--- src/mca_pkg.sv ---
// ----------------------------------------------------------------------------
// mca_pkg: shared constants for the mosaic cell average block
// Widths of fields, totals and counters, and register indexes and resets.
// ----------------------------------------------------------------------------
package mca_pkg;

   localparam int DEF_MAX_WIDTH     = 4096;
   localparam int DEF_MAX_CELL_LOG2 = 7;
   localparam int ROW_LIMIT         = 4096;

   localparam int PIX_W   = 8;
   localparam int POS_W   = 12;
   localparam int SIZE_W  = 13;
   localparam int LOG_W   = 3;
   localparam int TOTAL_W = 32;
   localparam int CNT_W   = 25;

   localparam int CSR_ADDR_W = 2;
   localparam logic [CSR_ADDR_W-1:0] CSR_IMAGE_WIDTH  = 2'd0;
   localparam logic [CSR_ADDR_W-1:0] CSR_IMAGE_HEIGHT = 2'd1;
   localparam logic [CSR_ADDR_W-1:0] CSR_CELL_LOG2    = 2'd2;

   localparam logic [SIZE_W-1:0] RST_IMAGE_WIDTH  = 13'd64;
   localparam logic [SIZE_W-1:0] RST_IMAGE_HEIGHT = 13'd64;
   localparam logic [LOG_W-1:0]  RST_CELL_LOG2    = 3'd6;

   localparam logic KIND_CELL  = 1'b0;
   localparam logic KIND_IMAGE = 1'b1;

endpackage

--- src/mca_div.sv ---
// ----------------------------------------------------------------------------
// mca_div: three lane restoring divider
// Divides three dividends by one divisor, one quotient bit per cycle.
// ----------------------------------------------------------------------------
module mca_div
   import mca_pkg::*;
(
   input  logic                        clock,
   input  logic                        reset,
   input  logic                        start,
   input  logic [2:0][TOTAL_W-1:0]     dividend,
   input  logic [CNT_W-1:0]            divisor,
   output logic                        done,
   output logic [2:0][TOTAL_W-1:0]     quotient
);

   localparam int STEP_W = $clog2(TOTAL_W + 1);

   logic                    busy_ff, busy_in;
   logic [STEP_W-1:0]       step_ff, step_in;
   logic                    done_ff, done_in;
   logic [CNT_W-1:0]        den_ff, den_in;
   logic [2:0][TOTAL_W-1:0] dvd_ff, dvd_in;
   logic [2:0][TOTAL_W-1:0] quo_ff, quo_in;
   logic [2:0][CNT_W:0]     rem_ff, rem_in;
   logic [CNT_W+1:0]        trial;

   always_comb begin
      busy_in = busy_ff;
      step_in = step_ff;
      done_in = 1'b0;
      den_in  = den_ff;
      dvd_in  = dvd_ff;
      quo_in  = quo_ff;
      rem_in  = rem_ff;
      trial   = '0;
      if (start) begin
         busy_in = 1'b1;
         step_in = '0;
         den_in  = divisor;
         dvd_in  = dividend;
         quo_in  = '0;
         rem_in  = '0;
      end else if (busy_ff) begin
         for (int k = 0; k < 3; k++) begin
            trial = {rem_ff[k], dvd_ff[k][TOTAL_W-1]};
            if (trial >= {2'b00, den_ff}) begin
               trial = trial - {2'b00, den_ff};
               quo_in[k] = {quo_ff[k][TOTAL_W-2:0], 1'b1};
            end else begin
               quo_in[k] = {quo_ff[k][TOTAL_W-2:0], 1'b0};
            end
            rem_in[k] = trial[CNT_W:0];
            dvd_in[k] = {dvd_ff[k][TOTAL_W-2:0], 1'b0};
         end
         step_in = step_ff + 1'b1;
         if (step_ff == STEP_W'(TOTAL_W - 1)) begin
            busy_in = 1'b0;
            done_in = 1'b1;
         end
      end
   end

   always_ff @(posedge clock) begin
      if (reset) begin
         busy_ff <= 1'b0;
         done_ff <= 1'b0;
         step_ff <= '0;
      end else begin
         busy_ff <= busy_in;
         done_ff <= done_in;
         step_ff <= step_in;
      end
      den_ff <= den_in;
      dvd_ff <= dvd_in;
      quo_ff <= quo_in;
      rem_ff <= rem_in;
   end

   assign done     = done_ff;
   assign quotient = quo_ff;

endmodule

--- config.mk ---
export PLATFORM = sky130hd
export DESIGN_NAME = mca_div
export DESIGN_NICKNAME = d
export VERILOG_FILES = /design/src/mca_pkg.sv /design/src/mca_div.sv
export SDC_FILE = /design/constraint.sdc
export NUM_CORES = 1
export LEC_CHECK = 0
export BUFFER_PORTS_ARGS = -buffer_cell sky130_fd_sc_hd__buf_2
export CAP_MARGIN = 20
export CORE_ASPECT_RATIO = 0.8
export CORE_MARGIN = 4
export CORE_UTILIZATION = 35
export DETAILED_ROUTE_END_ITERATION = 10
export HOLD_SLACK_MARGIN = 0.03
export SLEW_MARGIN = 20
export SYNTH_ARGS = -nofsm -noshare
export SYNTH_HDL_FRONTEND = slang
export SYNTH_SLANG_ARGS = --single-unit
--- constraint.sdc ---
create_clock -name clock -period 4.57 [get_ports clock]
set_clock_uncertainty 0.2 [all_clocks]
set_input_delay 0.914 -clock clock [delete_from_list [all_inputs] [get_ports clock]]
set_output_delay 0.914 -clock clock [all_outputs]
set_load 0.005 [all_outputs]
==> flow_metrics.tcl, run 1 <==
set metrics [dict create \
    outcome "completed" \
    avgSynthCellArea_um2 10.1 \
    cpMostUsedCell "a211oi_1" \
    std_cell_rows 69 \
    cts_root_buf "clkbuf_16" \
    synth-seq-cells 303 \
    finalMaxSlewViolations 0 \
    numPortBuffers 220 \
    clockPowerShare_pct 35.7 \
    cp_slowest_stage_delay_ns 0.52 \
    worstMarginPinSlew_ns 0.902 \
    yosysTopAreaCellShare_pct 23.0 \
    grt_antenna_before_repair 16 \
    ant_nets 0 \
    wl_met3_um 3160 \
    dp_hpwl_um 28600 \
    fin_crit_sh_pct 81.5 \
    rsz0062_at_grt "false" \
    synth_nets 1774 \
    startpoint_type "register" \
    gp_congestion 0.848 \
    vias 12600 \
    final_util_pct 41.8 \
    fmax_mhz 269 \
    firstDrtPassIters 5 \
    crit_required_ns 4.75 \
    cts.repair.resized 0 \
    synth.distinct_cells 67 \
    switching_share_pct 29.9 \
    cap_violations 0 \
    track_usage_pct 16.6 \
    cts_buffers 35 \
    drt_iter0_drc 866 \
    slew_headroom_pct 39.8 \
    die_x_um 246 \
    grt_pass1_vias 12100 \
    yosysSeqAreaShare_pct 46.0 \
    period_minus_slack_ns 3.72 \
    synth_top_area_cell "dfxtp_1" \
    crit_arrival_ns 3.90 \
    grt-ovfl-total 0 \
    drive_gt1_share_pct 22.5 \
    cts_tree "built" \
    combPwrFrac_pct 21.6 \
    power_density_nw_per_um2 397 \
    path_max_fanout 4 \
    path_class "reg2reg" \
    routed_wl_um 41200 \
    h-tree-depth 2 \
    ys_warn_count 0 \
    grt_pass1_wl_um 65600 \
    end_kind "register" \
    synth_edf_count 121 \
    fp.coreArea_um2 44500 \
    p_int_mw 5.18 \
    setup_violations 0 \
    synth.area.top_cells "dfxtp_1 23%, edfxtp_1 23%, mux2_2 6.8%" \
    cts.sinks 303 \
    wire_per_inst_um 17.2 \
    start_util_pct 35.5 \
    clockBufferDepth 3 \
    wl_met2_um 17900 \
    setup_tns_ns 0 \
    hold_viol_final 0 \
    worstHoldPathType "reg2reg" \
    leakagePower_nw 7.85 \
    synth-main-ff-cell "dfxtp_1" \
    nNetsFinal 1957 \
    fp.dieH_um 198 \
    netlist_area_um2 15800 \
    irDropWorstVdd_uv 254 \
    grt_max_degree 164 \
    wl_met1_um 19200 \
    p_switching_mw 2.21 \
    crit_chain "ha_1 > inv_1 > fa_1 > a211oi_1 > o21a_1 > a211o_1 > a21oi_1 > o311ai_1 > a211oi_1 > or4_1 > o211ai_1 > a311oi_1" \
    clkLatencyLatePin_ns 0.55 \
    async_flop_share_pct 0 \
    vias_per_cell 5.26 \
    fillers 4360 \
    cts_hold_buf 0 \
    ios 221 \
    die_area_um2 48700 \
    area_delta_synth_final_pct 17.6 \
    worst_path_max_delay_cell "o311ai_1" \
    cts_setup_buffers 0 \
    top_layer "met5" \
    postSynthCellCount 1571 \
    clk_pin_slew_ns 0.06 \
    drc 0 \
    seq_power_share_pct 42.6 \
]
cell usage after synthesis, types with 6 or more instances:
master	n
a21oi_1	98
nor3_1	12
nor2_1	211
buf_2	12
xnor2_1	37
nand3_1	44
nand4_1	17
nor2b_1	9
clkbuf_1	69
dfxtp_1	182
a21o_1	35
edfxtp_1	121
mux2i_1	99
a311oi_1	32
mux2_2	96
a31oi_1	8
o21bai_1	7
o21ai_0	50
a211oi_1	41
and3_1	14
nand2_1	89
o21a_1	8
xor2_1	28
ha_1	76
nand2b_1	13
and2_1	6
inv_1	49
o211ai_1	13
a211o_1	6
cells in the final DEF, fill, tap and decap left out, types with 5 or more instances in the layout:
cell type / count
buf_2: 219
nor2_1: 211
dfxtp_1: 181
edfxtp_1: 121
mux2i_1: 99
a21oi_1: 98
mux2_2: 96
nand2_1: 88
ha_1: 76
o21ai_0: 50
inv_1: 49
nand3_1: 44
a211oi_1: 41
xnor2_1: 37
clkbuf_16: 36
a21o_1: 35
a311oi_1: 32
xor2_1: 28
nand4_1: 17
and3_1: 14
o211ai_1: 13
nand2b_1: 13
nor3_1: 11
nor2b_1: 9
clkinv_1: 8
o21a_1: 8
o21bai_1: 7
a31oi_1: 7
clkbuf_1: 7
clkinv_2: 7
buf_4: 7
and2_1: 6
a211o_1: 6
a31o_2: 5
o311ai_1: 5
or3_1: 5
o31ai_1: 5
nor4_1: 5
or4_1: 5
a21boi_0: 5
metal layers:
layer / vias to the layer above / GRT usage [%]
met5: - / 0
met4: 26 / 3.97
met3: 81 / 5.74
met2: 282 / 25.0
met1: 6028 / 22.9
li1: 6141 / -
worst max-delay path, delay by kind of cell (launching register included):
kind,cells,cell delay [ns]
adders and majority gates,2,0.65
and+or+nand+nor,1,0.44
buffers and inverters,1,0.06
AOI/OAI and AO/OA,8,1.71
DFF,1,0.49
cell type report:
class | instances | area, um2 | area share [%]
Antenna cell | 4 | 10.0 | 0.0538
Clock buffer | 44 | 941 | 5.06
Clock inverter | 20 | 133 | 0.713
Inverter | 50 | 188 | 1.01
Multi-Input combinational cell | 1133 | 8060 | 43.3
Sequential cell | 303 | 7280 | 39.1
Tap cell | 603 | 754 | 4.05
Timing Repair Buffer | 231 | 1240 | 6.68
state kept, by name (all words and copies together), names as in the netlist:
signal / cells
quotient: 96
dvd_ff: 96
done: 1
busy_ff: 1
rem_ff: 78
den_ff: 25
step_ff: 6
logic make-up (layout without fill, tap and decap cells):
logic type | count (synthesis) | count (layout) | share of synthesized area (%)
and+or+nand+nor | 441 | 441 | 12.5
AOI/OAI and AO/OA | 353 | 353 | 15.2
DFF | 303 | 303 | 46.0
muxes | 195 | 195 | 13.1
buffers and inverters | 135 | 345 | 3.30
adders and majority gates | 79 | 79 | 6.38
xor gates and xnor gates | 65 | 65 | 3.60
other | 0 | 4 | 0
worst paths after layout:
kind	from	to	slack, ns	cells past startpoint
setup / recovery	den_ff[0]	rem_ff[48]	0.85	12
hold / removal	step_ff[5]	done	0.26	1
setup reg to reg	den_ff[0]	rem_ff[48]	0.85	12
hold reg to reg	step_ff[5]	done	0.26	1
power by group through the flow:
stage	Combinational (mW)	Clock (mW)	Sequential (mW)
2_1_floorplan	1.22	0	3.16
3_3_place_gp	1.56	0	3.20
3_5_place_dp	1.58	0	3.21
4_1_cts	1.59	2.74	3.15
5_1_grt	1.78	2.85	3.17
6_report	1.60	2.64	3.15
metrics by stage:
step	power, mW	std cells	hold slack (ns)	worst slack, ns	area (um2)
final	7.39	2388	0.262	0.846	18600
after global routing	7.80	2386	0.285	0.585	18600
after global placement	4.76	2320	0.247	0.820	17500
after detailed placement	4.78	2320	0.255	0.650	17500
after CTS	7.48	2384	0.263	0.655	18600
after floorplan	4.38	1571	0.224	0.556	15800
No activity file was read; power rests on OpenSTA's default activity.
==> run 2, diff against run 1 <==
- clock period: 4.57 -> 3.5 ns (I/O delays scaled with it)
==> flow_metrics.tcl, run 2 (synthesis gave the netlist of run 1 again) <==
set metrics [dict create \
    worstHoldPathType "in2reg" \
    clkLatencyLatePin_ns 0.54 \
    die_area_um2 48700 \
    multi_input_comb_area_um2 8180 \
    gp_congestion 0.904 \
    std_cell_rows 69 \
    nNetsFinal 2008 \
    cap_violations 0 \
    clk_pin_slew_ns 0.06 \
    ios 221 \
    fillers 4371 \
    fp.coreArea_um2 44500 \
    die_x_um 246 \
    drc 0 \
    vias_per_cell 5.20 \
    hold_viol_final 0 \
    leakagePower_nw 8.13 \
    final_common_cell "buf_2" \
    cts.sinks 303 \
    crit_required_ns 3.75 \
    firstDrtPassIters 5 \
    setup_violations 0 \
    grt_pass1_wl_um 67300 \
    fp.dieH_um 198 \
    grt_pass1_vias 12300 \
    place_ws_ns 0.0874 \
    power_density_nw_per_um2 525 \
    worstMarginPinSlew_ns 0.944 \
    wire_per_inst_um 17.4 \
    cts_root_buf "clkbuf_16" \
    regArea_um2 7280 \
    slew_headroom_pct 37.0 \
    grt_antenna_before_repair 12 \
    stdcell_count 2442 \
    path_class "reg2reg" \
    track_usage_pct 17.0 \
    h-tree-depth 2 \
    r2r_start "den_ff[9]" \
    clockBufferDepth 3 \
    fmax_mhz 297 \
    drive_gt1_share_pct 25.5 \
    ant_nets 0 \
    fin_crit_sh_pct 96.3 \
    layout_setup_ws_ns 0.129 \
    area_delta_synth_final_pct 21.3 \
    cts_buffers 37 \
    start_util_pct 35.5 \
    final_cell_mix "219 x buf_2, 211 x nor2_1, 181 x dfxtp_1, 121 x edfxtp_1, 99 x mux2i_1" \
    period_minus_slack_ns 3.37 \
    place_area_um2 17800 \
    drt_iter0_drc 1084 \
    numPortBuffers 220 \
    irDropWorstVdd_uv 444 \
    dp_cells 2364 \
    startpoint_type "register" \
    vias 12700 \
    path_max_fanout 9 \
    setup_tns_ns 0 \
    crit_arrival_ns 3.63 \
    dp_hpwl_um 30400 \
    cts_tree "built" \
    outcome "completed" \
    end_kind "register" \
    routed_wl_um 42500 \
    finalMaxSlewViolations 0 \
    crit_path_start "den_ff[9]" \
    grt_max_degree 102 \
    final_area_um2 19200 \
    grt-ovfl-total 0 \
    min_from "reset" \
]
run 2: report_power, final:
part	total [mW]	switching (mW)	internal, mW
registers	4.10	0.146	3.95
logic	2.28	1.30	0.983
clock network	3.70	1.52	2.17
run 2: worst paths after layout:
check / cells after the start / slack [ns] / to
worst max-delay path: 12 / 0.13 / rem_ff[51]
worst min-delay path: 2 / 0.13 / busy_ff
worst max register to register: 12 / 0.13 / rem_ff[51]
worst min register to register: 2 / 0.29 / rem_ff[19]
run 2: through the flow:
stage | hold WS (ns) | utilization, % | power (mW)
6_report | 0.134 | 43.1 | 10.1
4_1_cts | 0.106 | 42.7 | 10.1
3_5_place_dp | 0.264 | 40.0 | 6.37
2_1_floorplan | 0.224 | - | 5.71
3_3_place_gp | 0.261 | 40.0 | 6.34
5_1_grt | 0.109 | 43.1 | 10.6
run 2: worst max-delay path, cell delays in order, from the launching register on:
cell      delay [ns]
edfxtp_1        0.33
inv_1           0.11
ha_1            0.40
nand3_2         0.12
or3_4           0.41
a31oi_4         0.21
o31ai_4         0.10
a21oi_2         0.19
o21ai_2         0.11
a31o_4          0.28
buf_4           0.19
a2111o_1        0.42
a311oi_2        0.22
run 2: cell type report:
| class | count | area share [%] |
|---|---|---|
| Antenna cell | 6 | 0.0782 |
| Tap cell | 603 | 3.93 |
| Clock inverter | 17 | 0.749 |
| Clock buffer | 50 | 5.40 |
| Inverter | 50 | 1.02 |
| Multi-Input combinational cell | 1133 | 42.6 |
| Timing Repair Buffer | 280 | 8.33 |
| Sequential cell | 303 | 37.9 |
run 2: routing by layer:
metal	track usage, %	routed length (um)	part of all wire [%]	vias to the layer above
met1	23.1	19400	46	6022
li1	-	-	-	6241
met3	6.40	3880	9.1	79
met4	4.33	718	1.7	16
met5	0	90	0.21	-
met2	25.5	18400	43	351
run 2: what timing repair did:
| item | CTS | global route |
|---|---|---|
| gates resized for setup | 0 | 20 |
| setup buffers | 0 | 5 |
| endpoints found under the setup margin | 0 | 51 |
| hold buffers | 0 | 0 |
==> run 3, diff against run 2 <==
--- a/config.mk
+++ b/config.mk
@@ -12,4 +12,5 @@
 export CORE_UTILIZATION = 35
 export DETAILED_ROUTE_END_ITERATION = 10
+export GPL_TIMING_DRIVEN = 0
 export HOLD_SLACK_MARGIN = 0.03
 export SLEW_MARGIN = 20
==> constraint.sdc (replaced) <==
create_clock -name clock -period 3.5 [get_ports clock]
set_clock_uncertainty 0.2 [all_clocks]
set_input_delay 0.35 -clock clock [delete_from_list [all_inputs] [get_ports clock]]
set_output_delay 0.35 -clock clock [all_outputs]
set_load 0.005 [all_outputs]
==> flow_metrics.tcl, run 3 (synthesis gave the netlist of run 1 again) <==
set metrics [dict create \
    dp_cells 2395 \
    nNetsFinal 2176 \
    irDropWorstVdd_uv 320 \
    drt_iter0_drc 1026 \
    clk_pin_slew_ns 0.07 \
    stdcell_count 2604 \
    setup_violations 0 \
    fp.coreArea_um2 44500 \
    power_density_nw_per_um2 495 \
    dp_hpwl_um 34200 \
    grt_pass1_vias 13500 \
    min_from "rem_ff[19]" \
    cap_violations 0 \
    r2r_start "den_ff[1]" \
    numPortBuffers 220 \
    ios 221 \
    reg2reg_to "rem_ff[43]" \
    leakagePower_nw 8.61 \
    hold_viol_final 0 \
    slew_headroom_pct 38.1 \
    grt-ovfl-total 0 \
    holdPathStages 2 \
    fillers 4246 \
    vias 13800 \
    rsz0062_at_grt "true" \
    fin_crit_sh_pct 98.9 \
    drive_gt1_share_pct 24.2 \
    end_kind "register" \
    grt_max_degree 56 \
    cts_root_buf "clkbuf_16" \
    r2r_cells 13 \
    crit_arrival_ns 3.68 \
    setup_tns_ns 0 \
    gp_congestion 0.897 \
    outcome "completed" \
    path_class "reg2reg" \
    path_max_fanout 10 \
    min_to "rem_ff[19]" \
    startpoint_type "register" \
    crit_required_ns 3.72 \
    vias_per_cell 5.29 \
    clockBufferDepth 3 \
    grt_antenna_before_repair 3 \
    finalMaxSlewViolations 0 \
    cts_buffers 35 \
    worstHoldPathType "reg2reg" \
    clkLatencyLatePin_ns 0.53 \
    track_usage_pct 19.2 \
    die_x_um 246 \
    h-tree-depth 2 \
    fmax_mhz 289 \
    wire_per_inst_um 18.7 \
    fp.dieH_um 198 \
    final_cell_mix "223 x buf_2, 210 x nor2_1, 182 x dfxtp_1, 122 x dlygate4sd3_1, 121 x edfxtp_1" \
    area_delta_synth_final_pct 31.2 \
    die_area_um2 48700 \
    worstMarginPinSlew_ns 0.929 \
    rrSetupSlack_ns 0.04 \
    period_minus_slack_ns 3.46 \
    routed_wl_um 48700 \
    std_cell_rows 69 \
    firstDrtPassIters 6 \
    final_common_cell "buf_2" \
    drc 0 \
    cts.sinks 303 \
    cts_tree "built" \
    ant_nets 0 \
    start_util_pct 35.5 \
    grt_pass1_wl_um 74800 \
]
==> run 3: cell count changes in the layout (fill, tap and decap cells not counted), moves of 5 or more <==
cell           delta
a311oi_1          -5
a311oi_2          +5
buf_4            -30
clkbuf_1         +66
clkinv_1          -6
clkinvlp_4        +5
dlygate4sd3_1   +122
ha_1              -8
ha_4              +5
inv_1             -8
==> run 3: area by class of cell <==
class | instances | area (um2) | share of cell area [%]
antenna | 3 | 7.51 | 0.0361
buffer | 81 | 364 | 1.75
clock buffer | 50 | 972 | 4.68
clock inverter | 12 | 146 | 0.705
inverter | 50 | 218 | 1.05
multi-input combinational | 1133 | 8450 | 40.7
sequential | 303 | 7280 | 35.0
tap | 603 | 754 | 3.63
timing repair buffer | 369 | 2580 | 12.4
==> run 3: timing repair <==
item / 4_1_cts / 5_1_grt
pin swaps: 3 / 26
endpoints found under the setup margin: 74 / 76
hold endpoints to repair: 122 / 0
hold buffers: 122 / 0
gates resized for setup: 28 / 69
setup buffers: 7 / 19
==> run 3: critical path, cell delays in order, from the launching register on <==
cell and delay, ns:
edfxtp_1 0.37, clkinvlp_4 0.20, ha_1 0.35, nor2b_1 0.15, o211ai_1 0.17, buf_4 0.16
a31oi_4 0.11, o31ai_4 0.35, a21oi_2 0.13, o21ai_2 0.27, a31oi_4 0.16, buf_6 0.20
o211a_1 0.22, a311o_1 0.32
==> run 3: how the worst max path moves through the flow <==
stage / start / endpoint / slack (ns) / depth (start not counted)
finish: den_ff[1] / rem_ff[43] / 0.04 / 13
global placement: start / dvd_ff[30] / -2.00 / 4
detailed placement: den_ff[1] / rem_ff[12] / -0.56 / 11
global route: den_ff[1] / rem_ff[43] / -0.11 / 13
floorplan: busy_ff / dvd_ff[0] / 0.04 / 3
CTS: den_ff[1] / rem_ff[43] / 0.01 / 12
==> run 3: per-layer routing <==
metal	share of wire, %	global-route usage [%]
met5	0	0
met4	2.1	4.73
met3	7.6	4.96
met2	45	30.6
met1	45	26.2
==> run 3: where the power goes <==
| group | internal, mW | switching (mW) | total, mW |
|---|---|---|---|
| Sequential | 3.95 | 0.148 | 4.10 |
| Combinational | 1.09 | 1.45 | 2.54 |
| Clock | 2.11 | 1.52 | 3.63 |
| Total | 7.15 | 3.12 | 10.3 |
==> run 3: through the flow <==
| step | util, % | instance area [um2] | hold slack (ns) | worst slack [ns] | power [mW] |
|---|---|---|---|---|---|
| CTS | 45.5 | 20300 | 0.287 | 0.0111 | 10.2 |
| global route | 46.6 | 20800 | 0.319 | -0.114 | 10.8 |
| finish | 46.6 | 20800 | 0.295 | 0.0391 | 10.3 |
| detailed placement | 39.8 | 17700 | 0.286 | -0.558 | 6.33 |
| global placement | 39.7 | 17700 | 0.273 | -2.00 | 6.30 |
| floorplan | - | 15800 | 0.219 | 0.0379 | 5.72 |
